<file path="src/hdl/fpfa_pkg.sv">
// shared constants and types for the fixed partition fit allocator
`default_nettype none

package fpfa_pkg;

  // fixed field widths
  localparam int POLICY_W  = 2;
  localparam int COUNT_W   = 5;
  localparam int SLOT_W    = 4;
  localparam int AMOUNT_W  = 16;
  localparam int CFG_W     = 5;
  localparam int CFG_IDX_W = 1;

  // placement policies
  localparam logic [POLICY_W-1:0] POLICY_FIRST = 2'd0;
  localparam logic [POLICY_W-1:0] POLICY_BEST  = 2'd1;
  localparam logic [POLICY_W-1:0] POLICY_WORST = 2'd2;

  // request kinds
  localparam logic ACT_LOAD  = 1'b0;
  localparam logic ACT_ALLOC = 1'b1;

  // register indexes
  localparam logic [CFG_IDX_W-1:0] REG_POLICY = 1'b0;
  localparam logic [CFG_IDX_W-1:0] REG_COUNT  = 1'b1;

  // control from sequencer to pick unit
  typedef struct packed {
    logic clear;
    logic eval;
  } pick_cmd_t;

endpackage

`default_nettype wire

</file>
<file path="src/hdl/fpfa_mem.sv">
// free size memory with one write port, one registered read port and per-entry valid bits
`default_nettype none

module fpfa_mem #(
  parameter int DEPTH = 16,
  parameter int WIDTH = 16
) (
  input  wire logic                     clk,
  input  wire logic                     rst,
  input  wire logic                     we,
  input  wire logic [$clog2(DEPTH)-1:0] waddr,
  input  wire logic [WIDTH-1:0]         wdata,
  input  wire logic                     re,
  input  wire logic [$clog2(DEPTH)-1:0] raddr,
  output logic      [WIDTH-1:0]         rdata
);

  logic [WIDTH-1:0] ram [DEPTH];
  logic [DEPTH-1:0] valid;
  logic [WIDTH-1:0] ram_q;
  logic             vld_q;

  always_ff @(posedge clk) begin
    if (we) begin
      ram[waddr] <= wdata;
    end
    if (re) begin
      ram_q <= ram[raddr];
    end
  end

  // entries never written read as zero
  always_ff @(posedge clk) begin
    if (rst) begin
      valid <= '0;
      vld_q <= 1'b0;
    end else begin
      if (we) begin
        valid[waddr] <= 1'b1;
      end
      if (re) begin
        vld_q <= valid[raddr];
      end
    end
  end

  assign rdata = vld_q ? ram_q : '0;

endmodule

`default_nettype wire

</file>
<file path="src/hdl/fpfa_pick.sv">
// running pick of the fitting entry under the selected policy
`default_nettype none

module fpfa_pick #(
  parameter int DEPTH = 16,
  parameter int WIDTH = 16
) (
  input  wire logic                                clk,
  input  wire logic                                rst,
  input  wire fpfa_pkg::pick_cmd_t                 cmd,
  input  wire logic [fpfa_pkg::POLICY_W-1:0]       policy,
  input  wire logic [fpfa_pkg::AMOUNT_W-1:0]       amount,
  input  wire logic [$clog2(DEPTH)-1:0]            idx,
  input  wire logic [WIDTH-1:0]                    data,
  output logic                                     found,
  output logic      [$clog2(DEPTH)-1:0]            pick_idx,
  output logic      [WIDTH-1:0]                    pick_size
);
  import fpfa_pkg::*;

  localparam int AW = (WIDTH > AMOUNT_W) ? WIDTH : AMOUNT_W;

  logic fits;
  logic takes_over;
  logic take;

  assign fits = AW'(data) >= AW'(amount);

  always_comb begin
    takes_over = 1'b0;
    unique case (policy)
      POLICY_BEST:  takes_over = data < pick_size;
      POLICY_WORST: takes_over = data > pick_size;
      default:      takes_over = 1'b0;
    endcase
  end

  // ties keep the lower index since only strict improvements replace
  assign take = cmd.eval && fits && (!found || takes_over);

  always_ff @(posedge clk) begin
    if (rst) begin
      found <= 1'b0;
    end else if (cmd.clear) begin
      found <= 1'b0;
    end else if (take) begin
      found <= 1'b1;
    end
  end

  always_ff @(posedge clk) begin
    if (take) begin
      pick_idx  <= idx;
      pick_size <= data;
    end
  end

endmodule

`default_nettype wire

</file>
<file path="src/hdl/fixed_partition_fit_allocator.sv">
// top level of the fixed partition fit allocator: sequencer, config registers, output register
// sequence: a load goes straight to the finish state and its result is registered there; an
//   allocate first scans count entries (partition_count clamped to PARTITIONS), then finishes
// throughput: one request at a time, set by the single read port of the free size
//   memory, which is scanned one entry per cycle; the next request is accepted once the
//   finish state has registered the result, and that state waits while out_stall holds
// reset: synchronous, clears policy to first fit, count to 16 and all sizes to zero
`default_nettype none

module fixed_partition_fit_allocator #(
  parameter int PARTITIONS = 16,
  parameter int SIZE_BITS  = 16
) (
  input  wire logic                               clk,
  input  wire logic                               rst,
  // configuration writes
  input  wire logic                               cfg_we,
  input  wire logic [fpfa_pkg::CFG_IDX_W-1:0]     cfg_index,
  input  wire logic [fpfa_pkg::CFG_W-1:0]         cfg_data,
  // request channel
  input  wire logic                               in_valid,
  output logic                                    in_stall,
  input  wire logic                               action,
  input  wire logic [fpfa_pkg::SLOT_W-1:0]        slot,
  input  wire logic [fpfa_pkg::AMOUNT_W-1:0]      amount,
  // result channel
  output logic                                    out_valid,
  input  wire logic                               out_stall,
  output logic                                    granted,
  output logic      [fpfa_pkg::SLOT_W-1:0]        chosen_slot
);
  import fpfa_pkg::*;

  localparam int IDX_W = $clog2(PARTITIONS);
  // counter must hold both the register value and the table depth
  localparam int CNT_A = $clog2(PARTITIONS + 1);
  localparam int CW    = (CNT_A > COUNT_W) ? CNT_A : COUNT_W;
  localparam int AW    = (SIZE_BITS > AMOUNT_W) ? SIZE_BITS : AMOUNT_W;

  typedef enum logic [1:0] {
    ST_IDLE,
    ST_SCAN,
    ST_FINISH
  } state_t;

  state_t state;

  // configuration registers
  logic [POLICY_W-1:0] policy;
  logic [COUNT_W-1:0]  partition_count;

  // latched request
  logic                action_q;
  logic [SLOT_W-1:0]   slot_q;
  logic [AMOUNT_W-1:0] amount_q;
  logic [CW-1:0]       count_q;

  // scan pipeline: read issued one cycle, evaluated the next
  logic [CW-1:0]       rd_idx;
  logic                eval_valid;
  logic [IDX_W-1:0]    eval_idx;

  logic                 accept;
  logic                 rd_en;
  logic                 out_free;
  logic                 finish_fire;
  logic                 load_ok;
  logic                 mem_we;
  logic [IDX_W-1:0]     mem_waddr;
  logic [SIZE_BITS-1:0] mem_wdata;
  logic [SIZE_BITS-1:0] mem_rdata;
  logic [CW-1:0]        count_clamped;

  pick_cmd_t            pick_cmd;
  logic                 found;
  logic [IDX_W-1:0]     pick_idx;
  logic [SIZE_BITS-1:0] pick_size;

  assign in_stall    = (state != ST_IDLE);
  assign accept      = in_valid && !in_stall;
  assign out_free    = !out_valid || !out_stall;
  assign finish_fire = (state == ST_FINISH) && out_free;
  assign rd_en       = (state == ST_SCAN) && (rd_idx < count_q);

  // a count above the table depth searches the whole table
  assign count_clamped = (CW'(partition_count) > CW'(PARTITIONS)) ?
                         CW'(PARTITIONS) : CW'(partition_count);

  // loads to slots past the table are dropped without a grant
  assign load_ok = (action_q == ACT_LOAD) && (32'(slot_q) < PARTITIONS);

  // the single write happens in the finish cycle; the next request cannot read
  // before the following cycle, so no forwarding path is needed
  always_comb begin
    mem_we    = 1'b0;
    mem_waddr = pick_idx;
    mem_wdata = SIZE_BITS'(AW'(pick_size) - AW'(amount_q));
    if (action_q == ACT_LOAD) begin
      mem_waddr = IDX_W'(slot_q);
      mem_wdata = SIZE_BITS'(amount_q);
      mem_we    = finish_fire && load_ok;
    end else begin
      mem_we    = finish_fire && found;
    end
  end

  assign pick_cmd.clear = accept;
  assign pick_cmd.eval  = eval_valid;

  fpfa_mem #(
    .DEPTH (PARTITIONS),
    .WIDTH (SIZE_BITS)
  ) u_mem (
    .clk   (clk),
    .rst   (rst),
    .we    (mem_we),
    .waddr (mem_waddr),
    .wdata (mem_wdata),
    .re    (rd_en),
    .raddr (rd_idx[IDX_W-1:0]),
    .rdata (mem_rdata)
  );

  fpfa_pick #(
    .DEPTH (PARTITIONS),
    .WIDTH (SIZE_BITS)
  ) u_pick (
    .clk       (clk),
    .rst       (rst),
    .cmd       (pick_cmd),
    .policy    (policy),
    .amount    (amount_q),
    .idx       (eval_idx),
    .data      (mem_rdata),
    .found     (found),
    .pick_idx  (pick_idx),
    .pick_size (pick_size)
  );

  // configuration registers, to be written only while idle; the block itself does not enforce it
  always_ff @(posedge clk) begin
    if (rst) begin
      policy          <= POLICY_FIRST;
      partition_count <= COUNT_W'(16);
    end else if (cfg_we) begin
      unique case (cfg_index)
        REG_POLICY: policy          <= cfg_data[POLICY_W-1:0];
        REG_COUNT:  partition_count <= cfg_data;
        default:    policy          <= policy;
      endcase
    end
  end

  // request payload, no reset needed
  always_ff @(posedge clk) begin
    if (accept) begin
      action_q <= action;
      slot_q   <= slot;
      amount_q <= amount;
      count_q  <= count_clamped;
    end
    eval_idx <= rd_idx[IDX_W-1:0];
  end

  // sequencer with registered result
  always_ff @(posedge clk) begin
    if (rst) begin
      state       <= ST_IDLE;
      rd_idx      <= '0;
      eval_valid  <= 1'b0;
      out_valid   <= 1'b0;
      granted     <= 1'b0;
      chosen_slot <= '0;
    end else begin
      eval_valid <= rd_en;
      if (out_valid && !out_stall && !finish_fire) begin
        out_valid <= 1'b0;
      end
      unique case (state)
        ST_IDLE: begin
          if (accept) begin
            rd_idx <= '0;
            state  <= (action == ACT_ALLOC) ? ST_SCAN : ST_FINISH;
          end
        end
        ST_SCAN: begin
          if (rd_en) begin
            rd_idx <= rd_idx + CW'(1);
          end else if (!eval_valid) begin
            // last fetched entry has been judged
            state <= ST_FINISH;
          end
        end
        ST_FINISH: begin
          if (out_free) begin
            out_valid <= 1'b1;
            if (action_q == ACT_LOAD) begin
              granted     <= load_ok;
              chosen_slot <= load_ok ? slot_q : '0;
            end else begin
              granted     <= found;
              chosen_slot <= found ? SLOT_W'(pick_idx) : '0;
            end
            state <= ST_IDLE;
          end
        end
        default: state <= ST_IDLE;
      endcase
    end
  end

  // an accepted request raises in_stall in the following cycle
  a_accept_blocks: assert property (@(posedge clk) disable iff (rst)
    (in_valid && !in_stall) |=> in_stall)
    else $error("request accepted back to back");

  // a refused result never names a slot
  a_refused_zero: assert property (@(posedge clk) disable iff (rst)
    (out_valid && !granted) |-> (chosen_slot == '0))
    else $error("refused result carries a slot");

  // a granted allocation always fits its picked entry
  a_pick_fits: assert property (@(posedge clk) disable iff (rst)
    (state == ST_FINISH && action_q == ACT_ALLOC && found) |->
    (AW'(pick_size) >= AW'(amount_q)))
    else $error("picked entry smaller than request");

  // the scan never reads past the clamped count
  a_scan_bound: assert property (@(posedge clk) disable iff (rst)
    (state == ST_SCAN) |-> (rd_idx <= count_q))
    else $error("scan index past count");

endmodule

`default_nettype wire

</file>
<file path="config.mk">
export PLATFORM = sky130hd
export DESIGN_NAME = fixed_partition_fit_allocator
export DESIGN_NICKNAME = d
export VERILOG_FILES = /design/src/hdl/fpfa_pkg.sv /design/src/hdl/fpfa_mem.sv /design/src/hdl/fpfa_pick.sv /design/src/hdl/fixed_partition_fit_allocator.sv
export SDC_FILE = /design/constraint.sdc
export NUM_CORES = 1
export LEC_CHECK = 0
export BUFFER_PORTS_ARGS = -buffer_cell sky130_fd_sc_hd__buf_2
export CAP_MARGIN = 20
export CELL_PAD_IN_SITES_DETAIL_PLACEMENT = 2
export CELL_PAD_IN_SITES_GLOBAL_PLACEMENT = 2
export CORE_MARGIN = 1.5
export CORE_UTILIZATION = 30
export DETAILED_ROUTE_END_ITERATION = 8
export PLACE_DENSITY = 0.59
export REMOVE_ABC_BUFFERS = 1
export SYNTH_ARGS = -nofsm -noshare
export SYNTH_HDL_FRONTEND = slang
export SYNTH_SLANG_ARGS = --single-unit
export TNS_END_PERCENT = 1
</file>
<file path="constraint.sdc">
create_clock -name clk -period 10.3 [get_ports clk]
set_clock_uncertainty 0.1 [all_clocks]
set_input_delay 2.06 -clock clk [delete_from_list [all_inputs] [get_ports clk]]
set_output_delay 2.06 -clock clk [all_outputs]
set_load 0.02 [all_outputs]
</file>
## Yosys cells after proc, flatten, opt, wreduce, memory -nomap -nowiden

Memory sizes are Yosys's and may differ from the RTL's. A register that Yosys moved wholly into a read port is not among the register bits.
Cells that the tools add are included.
W data, S select, Z words.

| cells by class | value |
|---|---|
| mux-type cells | 26 |
| eq/ne operators | 9 |
| bitwise logic cells | 3 |
| reductions and logical operators | 26 |
| $lt $le $gt $ge | 8 |
| $add $sub $neg | 2 |

Operator list:

| kind | number |
|---|---|
| $mux W16 | 2 |
| $ge A16 B16 Y1 | 1 |
| $gt A16 B16 Y1 | 1 |
| $lt A16 B16 Y1 | 1 |
| $or A16 B16 Y16 | 1 |
| $sub A16 B16 Y16 | 1 |
| $mux W4 | 3 |
| $logic_and A1 B1 Y1 | 10 |
| $lt A4 B5 Y1 const B | 2 |
| $mux W2 | 5 |
| $mux W5 | 2 |
| $ne A2 B2 Y1 const B | 5 |
| $pmux W5 S2 | 1 |
| $mux W1 | 9 |
| $pmux W2 S3 | 1 |
| $reduce_and A2 Y1 | 3 |
| $add A5 B1 Y5 const B | 1 |
| $gt A5 B5 Y1 const B | 1 |
| $logic_not A1 Y1 | 5 |
| $lt A5 B5 Y1 | 1 |
| $bmux W1 S4 | 1 |
| $demux W1 S4 | 1 |
| $eq A2 B1 Y1 const B | 2 |
| $eq A2 B2 Y1 const B | 2 |
| 9 further kinds | 12 |

| storage, ports and cells | value |
|---|---|
| output and inout port bits | 7 |
| register bits | 89 |
| memory bits (writable) | 256 |
| input bits | 32 |
| memories kept | 1 |
| logic and storage cells | 93 |

Memory list:

| memory | words | width | rd ports | clocked after memory_dff | wr ports | RTL line | text |
|---|---|---|---|---|---|---|---|
| u_mem.ram | 16 | 16 | 1 | 1 | 1 | fpfa_mem.sv:18 | `logic [WIDTH-1:0] ram [DEPTH];` |

## Logic depth before layout (Yosys ltp)

Gate-level depths: netlist of run 1.

| depth | value |
|---|---|
| depth in word-level cells | 8 |
| depth in mapped cells | 11 |
| gate-level depth less buffers | 10 |

## By module

A second synthesis of run 1 with hierarchy kept.

| second synthesis, totals | value |
|---|---|
| cell total of the unflattened synthesis | 926 |
| area total of the unflattened synthesis | 15337.2 µm² |

Modules (own cells, without submodules):

| module | instances | area an instance (µm²) | cells each |
|---|---|---|---|
| fpfa_mem | 1 | 10966.8 | 480 |
| fixed_partition_fit_allocator | 1 | 2849.0 | 299 |
| fpfa_pick | 1 | 1521.5 | 147 |

## Worst setup path after synthesis of run 1

Ideal clock, no wire load.

| path | value |
|---|---|
| kind | register to register |
| from | reg u_mem.vld_q |
| to | reg u_pick.pick_idx[0] (enable) |
| cell stages (with the launch flop) | 12 |
| buffers on the path | 2 |
| setup slack | 6024 ps |
| data arrival time | 3745 ps |
| path through | dfxtp_1 buf_4 clkbuf_1 nand2_1 ha_1 a2bb2oi_1 a221oi_2 o21a_1 o21bai_1 a2111oi_2 mux2_1 a221oi_1 |

| between the ends | value |
|---|---|
| cells in the longest elaborated chain, start to end | 5 |
| elaborated cells on any way between the ends | 8 |

Ends and longest elaborated chain:

| element | RTL line | text |
|---|---|---|
| start: declaration | fpfa_mem.sv:21 | `logic vld_q;` |
| start signal: assignment | fpfa_mem.sv:42 | `vld_q <= valid[raddr];` |
| $mux W16 * | fpfa_mem.sv:47 | `assign rdata = vld_q ? ram_q : '0;` |
| $gt A16 B16 Y1 or $lt A16 B16 Y1 (tied branches) | fpfa_pick.sv:33, fpfa_pick.sv:32 |  |
| $pmux W1 S2 | fpfa_pick.sv:31 | `unique case (policy)` |
| $logic_or A1 B1 Y1 | fpfa_pick.sv:39 | `assign take = cmd.eval && fits && (!found \|\| takes_over);` |
| $logic_and A1 B1 Y1 * | fpfa_pick.sv:39 |  |
| named net u_pick.take | fpfa_pick.sv:25 | `logic take;` |
| end signal: assignment | fpfa_pick.sv:53 | `pick_idx <= idx;` |
| end: declaration | fpfa_pick.sv:16 | `output logic [$clog2(DEPTH)-1:0] pick_idx,` |

Mark *: on every way through the listed nets, which the timed path passes. The rest lies on a longest branch.
A chain may end at the register's enable or synchronous reset.

## Worst setup path in the final report of run 1

| path | value |
|---|---|
| from | in out_stall |
| to | mem u_mem.ram[1][10] (enable) |

| between the ends | value |
|---|---|
| cells in the longest elaborated chain, start to end | 7 |
| elaborated cells on any way between the ends | 8 |

Ends and longest elaborated chain:

| element | RTL line | text |
|---|---|---|
| start: declaration | fixed_partition_fit_allocator.sv:28 | `input wire logic out_stall,` |
| $logic_not A1 Y1 * | fixed_partition_fit_allocator.sv:81 | `assign out_free = !out_valid \|\| !out_stall;` |
| $logic_or A1 B1 Y1 * | fixed_partition_fit_allocator.sv:81 |  |
| $logic_and A1 B1 Y1 * | fixed_partition_fit_allocator.sv:82 | `assign finish_fire = (state == ST_FINISH) && out_free;` |
| $logic_and A1 B1 Y1 (on tied branches) | fixed_partition_fit_allocator.sv:101, fixed_partition_fit_allocator.sv:103 |  |
| $mux W1 * | fixed_partition_fit_allocator.sv:98 | `if (action_q == ACT_LOAD) begin` |
| $mux W1 * | fpfa_mem.sv:24 | `if (we) begin` |
| $mux W1 (implied by the code) * | fpfa_mem.sv:25 | `ram[waddr] <= wdata;` |
| end: declaration | fpfa_mem.sv:18 |  |

Mark *: on every way between the ends. The rest lies on a longest branch, timed or not.

==> reports/metrics.yaml, run 1 <==
status:
  status: "complete, no violations"
final_layout:
  final_area_um2: 17600
  fill_cells: 5014
  nets: 1074
  syn_to_final_growth_pct: 15.8
  drive_above_1_share: 0.227
  diodes: 0
setup_path:
  path_buf_inv: 1
  slowest_stage: "nor2_2"
  rrSetupSlack_ns: 6.48
  worstReg2RegEnd: "u_pick.pick_idx[0]"
  crit_path_end_kind: "register"
  worstPathRequired_ns: 10.37
  worstPathArrival_ns: 4.09
  critPathTopFamily: "simple AND/OR/NAND/NOR gates"
  start_kind: "input port"
  cp_cell_sequence: "buf_2 -> a21oi_1 -> nand3_1 -> nor2_2"
  r2r-start: "u_mem.vld_q"
  criticalPathCategory: "input port to register"
  cpPeakStageDelay_ns: 0.92
  cp_max_fo: 17
  reg2reg_depth: 9
drt:
  drt_iter0_markers: 483
  remaining_drc_errors: 0
  ant_nets: 0
  vias: 8215
  via_per_inst: 4.85
  firstDrtPassIters: 4
  drt-total-wl_mm: 38.0
  wl_per_cell_um: 22.5
clock_network:
  cts_tree: "built"
  cts_buffers: 41
  clock-sinks: 361
  clockBufferDepth: 3
  clk_pin_slew_ns: 0.06
  holdBufCountCts: 0
  cts_setup_buffers: 0
  htreeDepth: 2
  cts_resized: 0
  root_buffer: "clkbuf_16"
  clk_latency_ns: 0.56
sta:
  rsz0062_at_grt: "no"
  layout_min_cycle_time_ns: 4.02
  hold_viol_final: 0
  max_freq_mhz: 249
  setup_ws_ns: 6.28
  worst_pin_slew_ns: 1.07
  report.final.slew_viol_count: 0
  maxSlewHeadroom: 0.288
  fin_crit_sh: 0.390
  finalSetupViolCount: 0
  setup_tns_ns: 0
global_route:
  antenna_found_initial: 0
  grt_pass1_wl_mm: 58.1
  grt_max_degree: 49
  grt_pass1_vias: 9047
  grt_use_total: 0.149
  overflow: 0
placed_design:
  dpl_cell_area_um2: 16300
  place.gp.congestion: 0.749
  dp_hpwl_mm: 26.7
  numPortBuffers: 38
  dp_slack_ns: 5.48
worst_hold_path:
  hold_start: "eval_idx[0]"
  hold-path-endpoint: "u_pick.pick_idx[0]"
  hold_depth: 0
  hp-class: "register to register"
floorplan:
  ios: 39
  start_util: 0.304
  die_w_um: 228
  dieArea_um2: 52100
  die_height_um: 228
  fp-row-count: 82
  core_area_um2: 50200
yosys:
  synth_area_um2: 15200
  ys_seq_area_frac: 0.683
  synth-edff-count: 318
  synth_cell_types: 59
  synthCells: 920
  yosys_most_used_dff: "edfxtp_1"
  synth-seq-cells: 361
  yosysWarnings: 0
  async_flop_share: 0
  avgSynthCellArea_um2: 16.6
power_and_ir_drop:
  power.leakage_nw: 6.00
  peakVddDrop_mv: 0.137
  powerDensity_nw_per_um2: 190
flow_run:
  drv_cap: 0
## where the power goes
group,switching [W],total (W),internal [W]
registers,0.0000173,0.00167,0.00165
clock network,0.000588,0.00143,0.000847
logic,0.000166,0.000251,0.0000851
total,0.000771,0.00336,0.00259
## state kept, by name, indices dropped and copies added, names as in the netlist
| signal | count |
|---|---|
| state | 2 |
| action_q | 1 |
| chosen_slot | 4 |
| u_mem.ram_q | 16 |
| count_q | 5 |
| u_mem.valid | 16 |
| u_pick.found | 1 |
| granted | 1 |
| u_mem.vld_q | 1 |
| eval_idx | 4 |
| slot_q | 4 |
| rd_idx | 5 |
| amount_q | 16 |
| u_mem.ram | 256 |
| u_pick.pick_idx | 4 |
| partition_count | 5 |
| out_valid | 1 |
| u_pick.pick_size | 16 |
| eval_valid | 1 |
| policy | 2 |
## cell type report
class / count / area, um2 / area share
timing repair buffer: 60 / 353 / 0.0200
clock inverter: 25 / 234 / 0.0133
sequential: 361 / 10400 / 0.591
inverter: 55 / 206 / 0.0117
multi-input combinational: 471 / 4510 / 0.256
tap: 672 / 841 / 0.0477
clock buffer: 49 / 1080 / 0.0611
## kinds of logic (layout without fill, tap and decap cells)
family | count (synthesis) | count (layout) | synth area share
compound gates | 116 | 116 | 0.0498
xor+xnor | 10 | 10 | 0.00575
fa+ha+maj | 52 | 52 | 0.0432
buf+inv | 88 | 189 | 0.0249
flops | 361 | 361 | 0.683
mux | 96 | 96 | 0.134
simple gates | 197 | 197 | 0.0595
## worst reg2reg max path, delay by kind of cell (launching register included)
family | cells | cell delay [ns]
compound gates | 3 | 1.15
fa+ha+maj | 1 | 0.28
buf+inv | 1 | 0.37
flops | 1 | 0.68
mux | 1 | 0.34
simple gates | 3 | 0.58
## per-layer routing
layer	part of all wire	track usage	wire length (um)	vias up
met1	0.48	0.208	18100	4295
met2	0.46	0.235	17700	123
met4	0.024	0.0470	928	0
met3	0.035	0.0261	1330	58
met5	0	0	0	-
li1	-	-	-	3739
## how the worst max path moves through the flow
stage	from	to	slack (ns)	cells past startpoint
finish	out_stall	u_mem.ram[1][10]	6.28	4
global route	out_stall	u_mem.ram[9][12]	6.13	4
CTS	out_stall	u_mem.ram[0][8]	6.08	4
detailed placement	out_stall	u_mem.ram[0][9]	5.48	4
global placement	out_stall	u_mem.ram[0][9]	5.59	4
floorplan	rd_idx[0]	u_mem.ram_q[0]	5.89	2
## per-stage QoR
| step | total power, W | hold WS (ns) | cells | utilization |
|---|---|---|---|---|
| global placement | 0.00195 | 0.288 | 1618 | 0.325 |
| global route | 0.00349 | 0.309 | 1693 | 0.352 |
| detailed placement | 0.00196 | 0.293 | 1618 | 0.325 |
| CTS | 0.00341 | 0.306 | 1692 | 0.351 |
| finish | 0.00336 | 0.303 | 1693 | 0.352 |
| floorplan | 0.00184 | 0.286 | 887 | - |
## synthesized netlist by cell type (all sizes together) (15+ instances only)
cell,n,area share
edfxtp,318,0.63
mux4,85,0.13
nor2,80,0.020
inv,55,0.014
ha,51,0.042
dfxtp,43,0.057
a21oi,39,0.013
nand2,39,0.0098
o21ai,24,0.0081
clkbuf,21,0.0052
nand3,21,0.0069
and2,15,0.0062
## cell usage in the layout, fill, tap and decap left out, drive strengths merged, types with 15 or more instances in the layout
cell and instances:
nand3 21, a21oi 39, edfxtp 318, ha 51
dfxtp 43, nand2 39, buf 60, mux4 85
nor2 80, o21ai 24, and2 15, inv 55
clkbuf 49, clkinv 18
Power figures use the tool's default switching activity.
==> inputs of run 2 (changes only) <==
ABC_AREA = 1   (was unset)
PLACE_DENSITY = 0.65   (was 0.59)
clock period = 3.3 ns   (was 10.3 ns; I/O delays follow)
==> run 2 against run 1 <==
Effect of this change: total power rose to 3.7 times the previous value; area after synthesis up 1.6%; critical path depth up 10; hold slack worse by 0.14 ns; cell area up 2.0%; non-clock buffer count up 27; register-to-register slack worse by 6.2 ns; worst setup slack worse by 6.0 ns; via count up 30%; critical path type is now register to register; global-route usage up 2.6 points.
==> reports/metrics.yaml, run 2 <==
status:
  status: "complete, no violations"
setup_path:
  worstReg2RegEnd: "u_pick.pick_size[5]"
  slowest_stage: "dfxtp_1"
  critPathMostFrequentCell: "nand2_1"
  reg2reg_depth: 14  # +5
  path_buf_inv: 3  # +2
  criticalPathCategory: "register to register"
  worstPathArrival_ns: 3.13  # -0.96 ns
  cpPeakStageDelay_ns: 0.76  # -0.16 ns
  rrSetupSlack_ns: 0.31  # -6.17 ns
  crit_path_end_kind: "register"
  start_kind: "register"
  cp_max_fo: 16  # -1
  r2r-start: "u_mem.vld_q"
  critPathTopFamily: "flip-flops"
  worstPathRequired_ns: 3.45  # -6.92 ns
  cp_cell_sequence: "buf_4 -> nand2_1 -> inv_1 -> ha_1 -> nand2_1 -> o21ai_0 -> nor2_1 -> nand2_1 -> nand2_1 -> nand2_1 -> nand2_1 -> nand3_1 -> a21oi_2 -> buf_4"
global_route:
  antenna_found_initial: 0  # unchanged
  overflow: 0  # unchanged
  grt_use_total: 0.174  # +0.0257
  grt_max_degree: 140  # +190%
  grt_pass1_wl_mm: 70.3  # +21%
  grt_pass1_vias: 11700  # +30%
final_layout:
  nets: 1518  # +41%
  top_register: "u_mem.ram"
  final_area_um2: 18000  # +2.0%
  drive_above_1_share: 0.120  # -0.107
  final_common_cell: "edfxtp_1"
  largest_reg_flops: 256  # unchanged
  syn_to_final_growth_pct: 16.2
  mostFrequentLayoutCells: "edfxtp_1 (318), nor2_1 (204), nand2_1 (160), o21ai_0 (157), inv_1 (107)"
floorplan:
  die_height_um: 230  # +0.77%
  ios: 39  # unchanged
  fp-row-count: 83  # +1.2%
  core_area_um2: 51200  # +2.0%
  start_util: 0.302  # -0.00143
  dieArea_um2: 53000  # +1.6%
  die_w_um: 230  # +0.77%
yosys:
  synth.most_common_cell: "edfxtp_1"
  synth_xor_xnor_area_share: 0.00396  # -0.00179
  yosysTopAreaCellShare: 0.617  # -0.00968
  avgSynthCellArea_um2: 11.3  # -32%
  muxShareOfSynthArea: 0  # -0.134
  yosysTopAreaCell: "edfxtp_1"
  async_flop_share: 0  # unchanged
  synth-simple-area-share: 0.121  # +0.0611
  synth_area_um2: 15500  # +1.6%
  synth_top_family_by_area: "simple AND/OR/NAND/NOR gates"
  ys_seq_area_frac: 0.673  # -0.0106
  yosys_most_used_dff: "edfxtp_1"
  synth_compound_area_frac: 0.114  # +0.0646
  synth_fa_ha_area_frac: 0.0425  # -0.000667
  synthCells: 1366  # +48%
  yosysWarnings: 0  # unchanged
  synth_cell_types: 42  # -29%
  synth-seq-cells: 361  # unchanged
  synthTopCellsByArea: "edfxtp_1 (62%), dfxtp_1 (5.6%), nor2_1 (5.3%)"
  netlist_top_cells_count: "edfxtp_1 (318), nor2_1 (217), nand2_1 (160), o21ai_0 (157), inv_1 (108)"
  synth-edff-count: 318  # unchanged
placed_design:
  dp_slack_ns: 0.222  # -5.26 ns
  place.gp.congestion: 0.756  # +0.88%
  dp_hpwl_mm: 28.7  # +7.3%
  numPortBuffers: 38  # unchanged
  dpl_cell_area_um2: 16700  # +2.4%
clock_network:
  cts_buffers: 41  # unchanged
  clk_latency_ns: 0.58  # +0.02 ns
  holdBufCountCts: 0  # unchanged
  cts_setup_buffers: 0  # unchanged
  htreeDepth: 2  # unchanged
  cts_tree: "built"
  clockBufferDepth: 3  # unchanged
  root_buffer: "clkbuf_16"
  cts_resized: 0  # unchanged
  clock-sinks: 361  # unchanged
  clk_pin_slew_ns: 0.06  # about the same
sta:
  report.final.slew_viol_count: 0  # unchanged
  max_freq_mhz: 335
  layout_min_cycle_time_ns: 2.99
  finalSetupViolCount: 0  # unchanged
  maxSlewHeadroom: 0.407  # +0.119
  fin_crit_sh: 0.906
  rsz0062_at_grt: "no"
  worst_pin_slew_ns: 0.890  # -0.176 ns
  hold_viol_final: 0  # unchanged
  setup_ws_ns: 0.311  # -5.97 ns
drt:
  wl_per_cell_um: 21.5  # -4.3%
  drt_iter0_markers: 665  # +38%
  drt-total-wl_mm: 46.1  # +21%
  via_per_inst: 4.99  # +2.8%
  vias: 10700  # +30%
  remaining_drc_errors: 0  # unchanged
  firstDrtPassIters: 4  # unchanged
  ant_nets: 0  # unchanged
worst_hold_path:
  hold-path-endpoint: "slot_q[3]"
  hp-class: "input port to register"
  hold_depth: 1  # +1
  hold_start: "slot[3]"
power_and_ir_drop:
  powerDensity_nw_per_um2: 691  # +260%
  power.leakage_nw: 6.65  # +11%
  peakVddDrop_mv: 0.317  # +130%
flow_run:
  drv_cap: 0  # unchanged
## run 2: cell type report
type,count,area [um2]
sequential,361,10400
clock buffer,51,1070
tap,680,851
clock inverter,20,199
multi-input combinational,829,4400
inverter,114,430
antenna,1,2.50
fill,5406,33200
timing repair buffer,87,621
## run 2: per-stage QoR
stage / instances / hold WS [ns] / power [W] / utilization / setup TNS (ns)
after floorplan: 1304 / 0.286 / 0.00705 / - / -63.01
after global placement: 2070 / 0.286 / 0.00801 / 0.326 / 0
after detailed placement: 2070 / 0.291 / 0.00811 / 0.326 / 0
after CTS: 2141 / 0.126 / 0.0126 / 0.351 / 0
after global routing: 2142 / 0.149 / 0.0130 / 0.351 / 0
final: 2143 / 0.166 / 0.0124 / 0.351 / 0
## run 2: report_power, final
part	internal (W)	total [W]	switching, W
clock network	0.00254	0.00443	0.00188
registers	0.00546	0.00557	0.000104
logic	0.000682	0.00244	0.00175
## run 2: kinds of logic after synthesis
logic type	Yosys count
AO/OA/AOI/OAI	311
adder cells (fa/ha/maj)	52
flip-flops	361
AND/OR/NAND/NOR	459
XOR/XNOR	7
buffers and inverters	176
## run 2: worst max-delay path by stage
stage | from | endpoint | slack (ns) | depth (start not counted)
finish | u_mem.vld_q | u_pick.pick_size[5] | 0.31 | 14
detailed placement | amount_q[0] | u_mem.ram[1][12] | 0.22 | 11
global placement | amount_q[0] | u_mem.ram[2][12] | 0.31 | 11
global route | u_mem.vld_q | u_pick.pick_size[4] | 0.05 | 13
CTS | amount_q[0] | u_mem.ram[1][12] | 0.13 | 11
floorplan | rd_idx[0] | u_mem.vld_q | -1.74 | 8
## run 2: layer usage
metal | GRT usage | part of all wire | up-vias
li1 | - | - | 4972
met5 | 0 | 0 | -
met1 | 0.220 | 0.45 | 5503
met4 | 0.0570 | 0.024 | 0
met2 | 0.310 | 0.50 | 136
met3 | 0.0197 | 0.022 | 82
